**src/sv/sssb_pkg.sv**
```systemverilog
// ----------------------------------------------------------------------------
// sssb_pkg: shared types and constants for the stride slot shuffle buffer
// Item kinds, register indexes, register widths and reset values, FSM states.
// ----------------------------------------------------------------------------
package sssb_pkg;

  localparam int KIND_W     = 2;
  localparam int DECK_CFG_W = 6;
  localparam int STRIDE_W   = 16;
  localparam int CFG_IDX_W  = 2;
  localparam int CFG_DATA_W = 16;

  localparam logic [KIND_W-1:0] KIND_DATA      = 2'd0;
  localparam logic [KIND_W-1:0] KIND_HEARTBEAT = 2'd1;
  localparam logic [KIND_W-1:0] KIND_SHUTDOWN  = 2'd2;

  localparam logic [CFG_IDX_W-1:0] CFG_DECK_SIZE = 2'd0;
  localparam logic [CFG_IDX_W-1:0] CFG_STRIDE    = 2'd1;

  localparam logic [DECK_CFG_W-1:0] DECK_SIZE_RST = 6'd32;
  localparam logic [STRIDE_W-1:0]   STRIDE_RST    = 16'd7;

  typedef enum logic [2:0] {
    ST_IDLE,
    ST_DIV,
    ST_SWAP,
    ST_DREL,
    ST_FSCAN,
    ST_FEMIT,
    ST_FPASS
  } state_t;

endpackage

```
**src/sv/stride_slot_shuffle_buffer_core.sv**
```systemverilog
// ----------------------------------------------------------------------------
// stride_slot_shuffle_buffer_core
// Reorders a message stream through a deck of slots stepped by a stride.
// ----------------------------------------------------------------------------
//  channel | direction | handshake            | contents
//  in_     | slave     | in_tvalid/in_tready  | tdata payload, tuser func
//  out_    | master    | out_tvalid/out_tready| tdata data_out, tuser kind, tlast
//  cfg_    | write     | cfg_we               | cfg_index, cfg_wdata
//
// A data item passes through the restoring remainder unit, which finds
// (pointer + stride) mod deck one bit per cycle, then through the slot
// read/write, and then through a release if a stored item was displaced.
// A flush scans all DECK_SLOTS slots, emitting each occupied one, then
// passes the flush item itself.
// in_tready is high only between items; a pending result in the output
// register stalls the sequencer until out_tready takes it.
// Reset clears all slots at once through per-slot occupancy flops.
// ----------------------------------------------------------------------------
module stride_slot_shuffle_buffer_core
  import sssb_pkg::*;
#(
  parameter int DECK_SLOTS   = 32,
  parameter int PAYLOAD_BITS = 64
) (
  input  logic                                   clk,
  input  logic                                   rst_n,
  // in_tdata: payload
  input  logic [((PAYLOAD_BITS+7)/8)*8-1:0]      in_tdata,
  // in_tuser: func
  input  logic [KIND_W-1:0]                      in_tuser,
  input  logic                                   in_tvalid,
  output logic                                   in_tready,
  // out_tdata: data_out
  output logic [((PAYLOAD_BITS+7)/8)*8-1:0]      out_tdata,
  // out_tuser: kind
  output logic [KIND_W-1:0]                      out_tuser,
  output logic                                   out_tlast,
  output logic                                   out_tvalid,
  input  logic                                   out_tready,
  input  logic                                   cfg_we,
  input  logic [CFG_IDX_W-1:0]                   cfg_index,
  input  logic [CFG_DATA_W-1:0]                  cfg_wdata
);

  localparam int TD_W  = ((PAYLOAD_BITS + 7) / 8) * 8;
  localparam int PW    = (DECK_SLOTS > 1) ? $clog2(DECK_SLOTS) : 1;
  localparam int DW    = $clog2(DECK_SLOTS + 1);
  localparam int SUM_W = STRIDE_W + 1;
  localparam int CW    = $clog2(SUM_W);

  state_t state_r, state_nxt;

  logic [DECK_CFG_W-1:0]   deck_size_r;
  logic [STRIDE_W-1:0]     stride_r;
  logic [PW-1:0]           ptr_r, ptr_nxt;
  logic [DECK_SLOTS-1:0]   full_r, full_nxt;
  logic [SUM_W-1:0]        sum_r, sum_nxt;
  logic [DW-1:0]           rem_r, rem_nxt;
  logic [CW-1:0]           cnt_r, cnt_nxt;
  logic [PW-1:0]           idx_r, idx_nxt;
  logic [KIND_W-1:0]       func_r, func_nxt;
  logic [PAYLOAD_BITS-1:0] payload_r, payload_nxt;

  logic                    out_valid_r, out_valid_nxt;
  logic [TD_W-1:0]         out_tdata_r, out_tdata_nxt;
  logic [KIND_W-1:0]       out_tuser_r, out_tuser_nxt;
  logic                    out_tlast_r, out_tlast_nxt;

  logic [PAYLOAD_BITS-1:0] slot_mem [DECK_SLOTS];
  logic [PAYLOAD_BITS-1:0] rd_data_r;
  logic                    mem_we, mem_re;
  logic [PW-1:0]           mem_addr;

  logic [DW-1:0]           eff;
  logic [DW:0]             trial;
  logic                    out_free;
  logic                    idx_last;
  logic                    in_fire;

  // effective deck size: zero acts as one, oversize clamps to DECK_SLOTS
  always_comb begin
    if (deck_size_r == '0) begin
      eff = DW'(1);
    end else if (deck_size_r > DECK_CFG_W'(DECK_SLOTS)) begin
      eff = DW'(DECK_SLOTS);
    end else begin
      eff = DW'(deck_size_r);
    end
  end

  assign out_free = !out_valid_r || out_tready;
  assign idx_last = (idx_r == PW'(DECK_SLOTS - 1));
  assign in_tready = (state_r == ST_IDLE);
  assign in_fire   = in_tvalid && in_tready;
  assign trial     = {rem_r, sum_r[SUM_W-1]};

  always_comb begin
    state_nxt     = state_r;
    ptr_nxt       = ptr_r;
    full_nxt      = full_r;
    sum_nxt       = sum_r;
    rem_nxt       = rem_r;
    cnt_nxt       = cnt_r;
    idx_nxt       = idx_r;
    func_nxt      = func_r;
    payload_nxt   = payload_r;
    out_valid_nxt = out_valid_r && !out_tready;
    out_tdata_nxt = out_tdata_r;
    out_tuser_nxt = out_tuser_r;
    out_tlast_nxt = out_tlast_r;
    mem_we        = 1'b0;
    mem_re        = 1'b0;
    mem_addr      = ptr_r;

    case (state_r)
      ST_IDLE: begin
        if (in_fire) begin
          func_nxt    = in_tuser;
          payload_nxt = in_tdata[PAYLOAD_BITS-1:0];
          if (in_tuser == KIND_HEARTBEAT || in_tuser == KIND_SHUTDOWN) begin
            idx_nxt   = '0;
            state_nxt = ST_FSCAN;
          end else begin
            sum_nxt   = SUM_W'(ptr_r) + SUM_W'(stride_r);
            rem_nxt   = '0;
            cnt_nxt   = '0;
            state_nxt = ST_DIV;
          end
        end
      end
      ST_DIV: begin
        // one restoring step: shift in the next sum bit, subtract if it fits
        if (trial >= {1'b0, eff}) begin
          rem_nxt = DW'(trial - {1'b0, eff});
        end else begin
          rem_nxt = DW'(trial);
        end
        sum_nxt = {sum_r[SUM_W-2:0], 1'b0};
        cnt_nxt = cnt_r + CW'(1);
        if (cnt_r == CW'(SUM_W - 1)) begin
          ptr_nxt   = rem_nxt[PW-1:0];
          state_nxt = ST_SWAP;
        end
      end
      ST_SWAP: begin
        // old slot contents come out on the same edge the new item is stored
        mem_we          = 1'b1;
        mem_re          = 1'b1;
        mem_addr        = ptr_r;
        full_nxt[ptr_r] = 1'b1;
        state_nxt       = full_r[ptr_r] ? ST_DREL : ST_IDLE;
      end
      ST_DREL: begin
        if (out_free) begin
          out_valid_nxt = 1'b1;
          out_tdata_nxt = TD_W'(rd_data_r);
          out_tuser_nxt = KIND_DATA;
          out_tlast_nxt = 1'b1;
          state_nxt     = ST_IDLE;
        end
      end
      ST_FSCAN: begin
        mem_addr = idx_r;
        if (full_r[idx_r]) begin
          mem_re          = 1'b1;
          full_nxt[idx_r] = 1'b0;
          state_nxt       = ST_FEMIT;
        end else if (idx_last) begin
          state_nxt = ST_FPASS;
        end else begin
          idx_nxt = idx_r + PW'(1);
        end
      end
      ST_FEMIT: begin
        if (out_free) begin
          out_valid_nxt = 1'b1;
          out_tdata_nxt = TD_W'(rd_data_r);
          out_tuser_nxt = KIND_DATA;
          out_tlast_nxt = 1'b0;
          if (idx_last) begin
            state_nxt = ST_FPASS;
          end else begin
            idx_nxt   = idx_r + PW'(1);
            state_nxt = ST_FSCAN;
          end
        end
      end
      ST_FPASS: begin
        if (out_free) begin
          out_valid_nxt = 1'b1;
          out_tdata_nxt = TD_W'(payload_r);
          out_tuser_nxt = func_r;
          out_tlast_nxt = 1'b1;
          state_nxt     = ST_IDLE;
        end
      end
      default: begin
        state_nxt = ST_IDLE;
      end
    endcase
  end

  always_ff @(posedge clk) begin
    if (!rst_n) begin
      state_r     <= ST_IDLE;
      ptr_r       <= '0;
      full_r      <= '0;
      out_valid_r <= 1'b0;
      deck_size_r <= DECK_SIZE_RST;
      stride_r    <= STRIDE_RST;
    end else begin
      state_r     <= state_nxt;
      ptr_r       <= ptr_nxt;
      full_r      <= full_nxt;
      out_valid_r <= out_valid_nxt;
      if (cfg_we) begin
        case (cfg_index)
          CFG_DECK_SIZE: deck_size_r <= cfg_wdata[DECK_CFG_W-1:0];
          CFG_STRIDE:    stride_r    <= cfg_wdata[STRIDE_W-1:0];
          default: begin
          end
        endcase
      end
    end
  end

  always_ff @(posedge clk) begin
    sum_r       <= sum_nxt;
    rem_r       <= rem_nxt;
    cnt_r       <= cnt_nxt;
    idx_r       <= idx_nxt;
    func_r      <= func_nxt;
    payload_r   <= payload_nxt;
    out_tdata_r <= out_tdata_nxt;
    out_tuser_r <= out_tuser_nxt;
    out_tlast_r <= out_tlast_nxt;
  end

  always_ff @(posedge clk) begin
    if (mem_we) begin
      slot_mem[mem_addr] <= payload_r;
    end
    if (mem_re) begin
      rd_data_r <= slot_mem[mem_addr];
    end
  end

  assign out_tvalid = out_valid_r;
  assign out_tdata  = out_tdata_r;
  assign out_tuser  = out_tuser_r;
  assign out_tlast  = out_tlast_r;

`ifndef SYNTH
  // partial remainder never reaches the divisor
  a_rem_bound: assert property (@(posedge clk) disable iff (!rst_n)
    (state_r == ST_DIV) |-> (rem_r < eff))
    else $error("remainder out of range");

  // the chosen slot lies inside the effective deck
  a_ptr_bound: assert property (@(posedge clk) disable iff (!rst_n)
    (state_r == ST_SWAP) |-> (ptr_r < eff))
    else $error("slot pointer outside deck");

  // flush leaves every slot empty before the flush item goes out
  a_flush_empty: assert property (@(posedge clk) disable iff (!rst_n)
    (state_r == ST_FPASS) |-> (full_r == '0))
    else $error("slot still occupied at flush pass-through");

  // the slot written in a swap is marked occupied
  a_swap_full: assert property (@(posedge clk) disable iff (!rst_n)
    (state_r == ST_SWAP) |=> full_r[$past(ptr_r)])
    else $error("stored slot not marked occupied");
`endif

endmodule
```
**config.mk**
```make
export PLATFORM = sky130hd
export DESIGN_NAME = stride_slot_shuffle_buffer_core
export DESIGN_NICKNAME = d
export VERILOG_FILES = /design/src/sv/sssb_pkg.sv /design/src/sv/stride_slot_shuffle_buffer_core.sv
export SDC_FILE = /design/constraint.sdc
export NUM_CORES = 2
export LEC_CHECK = 0
export BUFFER_PORTS_ARGS = -buffer_cell sky130_fd_sc_hd__buf_2
export CAP_MARGIN = 20
export CORE_AREA = 2 2 602 604
export CTS_CLUSTER_DIAMETER = 50
export DETAILED_ROUTE_END_ITERATION = 7
export DIE_AREA = 0 0 604 606
export PLACE_DENSITY = 0.47
export SYNTH_ARGS = -nofsm -noshare
export SYNTH_HDL_FRONTEND = slang
export SYNTH_SLANG_ARGS = --single-unit
export TNS_END_PERCENT = 50
```
**constraint.sdc**
```tcl
create_clock -name clk -period 8.1 [get_ports clk]
set_clock_uncertainty 0.15 [all_clocks]
set_input_delay 0.81 -clock clk [delete_from_list [all_inputs] [get_ports clk]]
set_output_delay 0.81 -clock clk [all_outputs]
set_load 0.02 [all_outputs]
```
==> flow_metrics.py <==
metrics = {
    "detailed_routing": {
        "route.vias.total": 48822,
        "finalWirelength_mm": 283.8,
        "drtAntennaViolNets": 0,
        "wl_per_cell_um": 27.15,
        "drc": 0,
        "dr.first_iter.drc_count": 4710,
        "firstDrtPassIters": 5,
        "via_per_inst": 4.671,
    },
    "sta": {
        "setup_viol": 0,
        "setup_tns_ns": 0,
        "hold_violations": 0,
        "whs_ns": 0.03850,
        "rsz0062_at_grt": "no",
        "maxSlewViolCount": 0,
        "finalCritPeriodShare_pct": 67.00,
        "max-slew-margin-rel_pct": 22.79,
        "min_period_ns": 5.427,
        "setup_ws_ns": 2.673,
        "max_freq_mhz": 184.3,
        "worst-slew-pin-transition_ns": 1.148,
    },
    "final_layout": {
        "nets": 5536,
        "area.growth.synth_to_final_pct": 20.49,
        "fin_area_um2": 107900,
        "fin_util_pct": 29.94,
        "stdcell_count": 10453,
        "fillers": 35186,
        "drive_above_1_share_pct": 16.08,
    },
    "min_path": {
        "hold_path.class": "in2reg",
    },
    "power": {
        "pwr-share-comb_pct": 11.8,
        "finalPower_mw": 31.00,
        "power.leakage_nw": 32.92,
        "p_sw_mw": 8.010,
        "p_seq_share_pct": 46.5,
        "switching_share_pct": 25.84,
        "clkPwrFrac_pct": 41.6,
        "p_int_mw": 22.99,
        "max-vdd-ir-drop_uv": 167.6,
        "power_density_nw_per_um2": 287.3,
    },
    "grt": {
        "antenna_found_initial": 21,
        "grtUsageTotal_pct": 15.06,
        "grt_pass1_wl_mm": 392.0,
        "grt_max_degree": 118,
        "grt.overflow.total": 0,
        "grt_pass1_vias": 48714,
    },
    "run_status": {
        "status": "finished clean",
    },
    "clock_network": {
        "post-cts-setup-buffer-count": 0,
        "cts_tree": "yes",
        "cts_root_buffer": "clkbuf_16",
        "cts_hold_buffers": 74,
        "htree_levels": 5,
        "cts.path.max_buffers": 4,
        "worstSkewPairLatency_ns": 0.89,
        "numCtsBuffers": 290,
        "cts-resized-gates": 0,
        "clk_pin_slew_worst_paths_ns": 0.06,
        "clock_sinks": 2341,
    },
    "yosys": {
        "yosys.area.top_type": "edfxtp_1",
        "synth.avg_cell_area_um2": 17.91,
        "yosysWarnings": 0,
        "ys.flop_type": "edfxtp_1",
        "synthArstFlopShare_pct": 0,
        "synthesis.area_um2": 89530,
        "syn_inst": 5000,
        "ys_seq_area_share_pct": 77.81,
        "ys_ff_latch": 2341,
        "syn_nets": 5110,
        "synth_edf_count": 2278,
        "synthTopCellsByArea": "edfxtp_1 (76%), mux2i_1 (11%), o22ai_1 (3.3%), dfxtp_1 (1.4%), nand2_1 (0.91%)",
        "yosysUniqueCellTypes": 60,
        "yosysTopAreaCellShare_pct": 76.40,
    },
    "die": {
        "ioPinCount": 158,
        "dieArea_um2": 366000,
        "core_area_um2": 360300,
        "start_util_pct": 24.85,
        "die_h_um": 606,
        "die_w_um": 604,
        "core.rowCount": 221,
    },
    "placement": {
        "dp.cells": 9830,
        "post-place-ws_ns": 2.722,
        "hpwlAfterDp_mm": 146.7,
        "io_buffers": 157,
        "placed_area_um2": 97020,
        "finalWeightedCongestion": 0.7743,
    },
    "critical_path": {
        "critical_path_required_ns": 8.43,
        "cp-start-kind": "flip-flop",
        "worstSetupEndpointType": "flip-flop",
        "path_class": "reg2reg",
        "critical_path.max_fanout": 29,
        "cp.arrival_ns": 5.76,
    },
    "flow_run": {
        "max_cap_viol_count": 0,
    },
}
## worst paths after layout
kind                                  from                         end  slack, ns  cells past startpoint
setup reg to reg   state_r[2]$_SDFFE_PN0P_  slot_mem[14][62]$_DFFE_PP_       2.67                      7
hold / removal                in_tdata[13]     payload_r[13]$_DFFE_PP_       0.04                      1
setup / recovery   state_r[2]$_SDFFE_PN0P_  slot_mem[14][62]$_DFFE_PP_       2.67                      7
hold reg to reg   stride_r[4]$_SDFFE_PN0P_    stride_r[4]$_SDFFE_PN0P_       0.34                      2
## cell type report
cell class                 count  area [um2]  share of cell area [%]
sequential                  2341       69670                   64.58
multi-input combinational   2369       18940                   17.55
clock buffer                 339        7631                   7.073
tap                         4794        5998                   5.560
timing repair buffer         399        3666                   3.398
clock inverter               175        1857                   1.721
inverter                      25       98.84                 0.09162
antenna                       11       27.53                 0.02552
## layer usage
layer	track usage [%]	wire length [um]
met4	3.990	7471
met3	2.481	16450
met1	20.77	127000
met2	24.51	132800
met5	0	51
## power groups by stage
stage	sequential [mW]	clock, mW	combinational (mW)
after global routing	14.5	13.6	3.92
final	14.4	12.9	3.67
after global placement	14.9	0	3.33
after floorplan	14.7	0	2.04
after CTS	14.6	13.2	3.47
after detailed placement	14.8	0	3.43
## state kept, by name, summed over array words and instances, names as in the netlist, 3 cells and up
| name | cells |
|---|---|
| cnt_r | 5 |
| deck_size_r | 6 |
| full_r | 32 |
| idx_r | 5 |
| out_tdata | 64 |
| payload_r | 64 |
| ptr_r | 5 |
| rd_data_r | 64 |
| rem_r | 6 |
| slot_mem | 2048 |
| state_r | 3 |
| stride_r | 16 |
| sum_r | 17 |
## placed cells by master, fill, tap and decap left out, types with 14 or more instances in the layout
cell type	count
a21boi_0	15
a21oi_1	96
buf_12	25
buf_16	28
buf_2	157
buf_4	113
bufinv_16	26
clkbuf_1	39
clkbuf_16	298
clkinv_1	50
clkinv_2	29
clkinvlp_4	14
dfxtp_1	63
dlygate4sd3_1	74
edfxtp_1	2278
ha_1	19
inv_1	24
inv_6	27
mux2_2	64
mux2i_1	977
mux4_2	24
nand2_1	208
nand3_1	38
nor2_1	72
nor2_4	32
nor4_1	126
o21ai_0	33
o21ai_1	17
o22ai_1	477
xnor2_1	14
## worst max-delay path: stages, from the launching register on
cell	delay, ns
dfxtp_1	0.63
nor3b_4	0.28
buf_4	0.36
mux2i_4	0.64
buf_4	0.46
nand3_1	0.76
nor2_4	0.93
buf_4	0.73
## kinds of logic (layout without fill, tap and decap cells)
family	after synthesis	in the layout	share of synthesized area [%]
AO/OA/AOI/OAI	688	688	4.736
XOR/XNOR	23	23	0.2250
adder cells (fa/ha/maj)	21	21	0.3102
buffers and inverters	290	938	1.497
flip-flops	2341	2341	77.81
multiplexers	1067	1067	12.35
other	0	11	0
AND/OR/NAND/NOR	570	570	3.069
## cell usage after synthesis (all sizes together) (10+ instances only)
cell,count
mux4,24
a21oi,97
xnor2,14
buf,150
nand4,10
o21ai,55
nand3,39
nor3,13
ha,19
mux2i,979
nand2,221
mux2,64
edfxtp,2278
dfxtp,63
inv,25
nor2b,13
nor4,127
o22ai,478
a21boi,15
clkbuf,115
nor2,104
No activity file was read; power rests on OpenSTA's default activity.
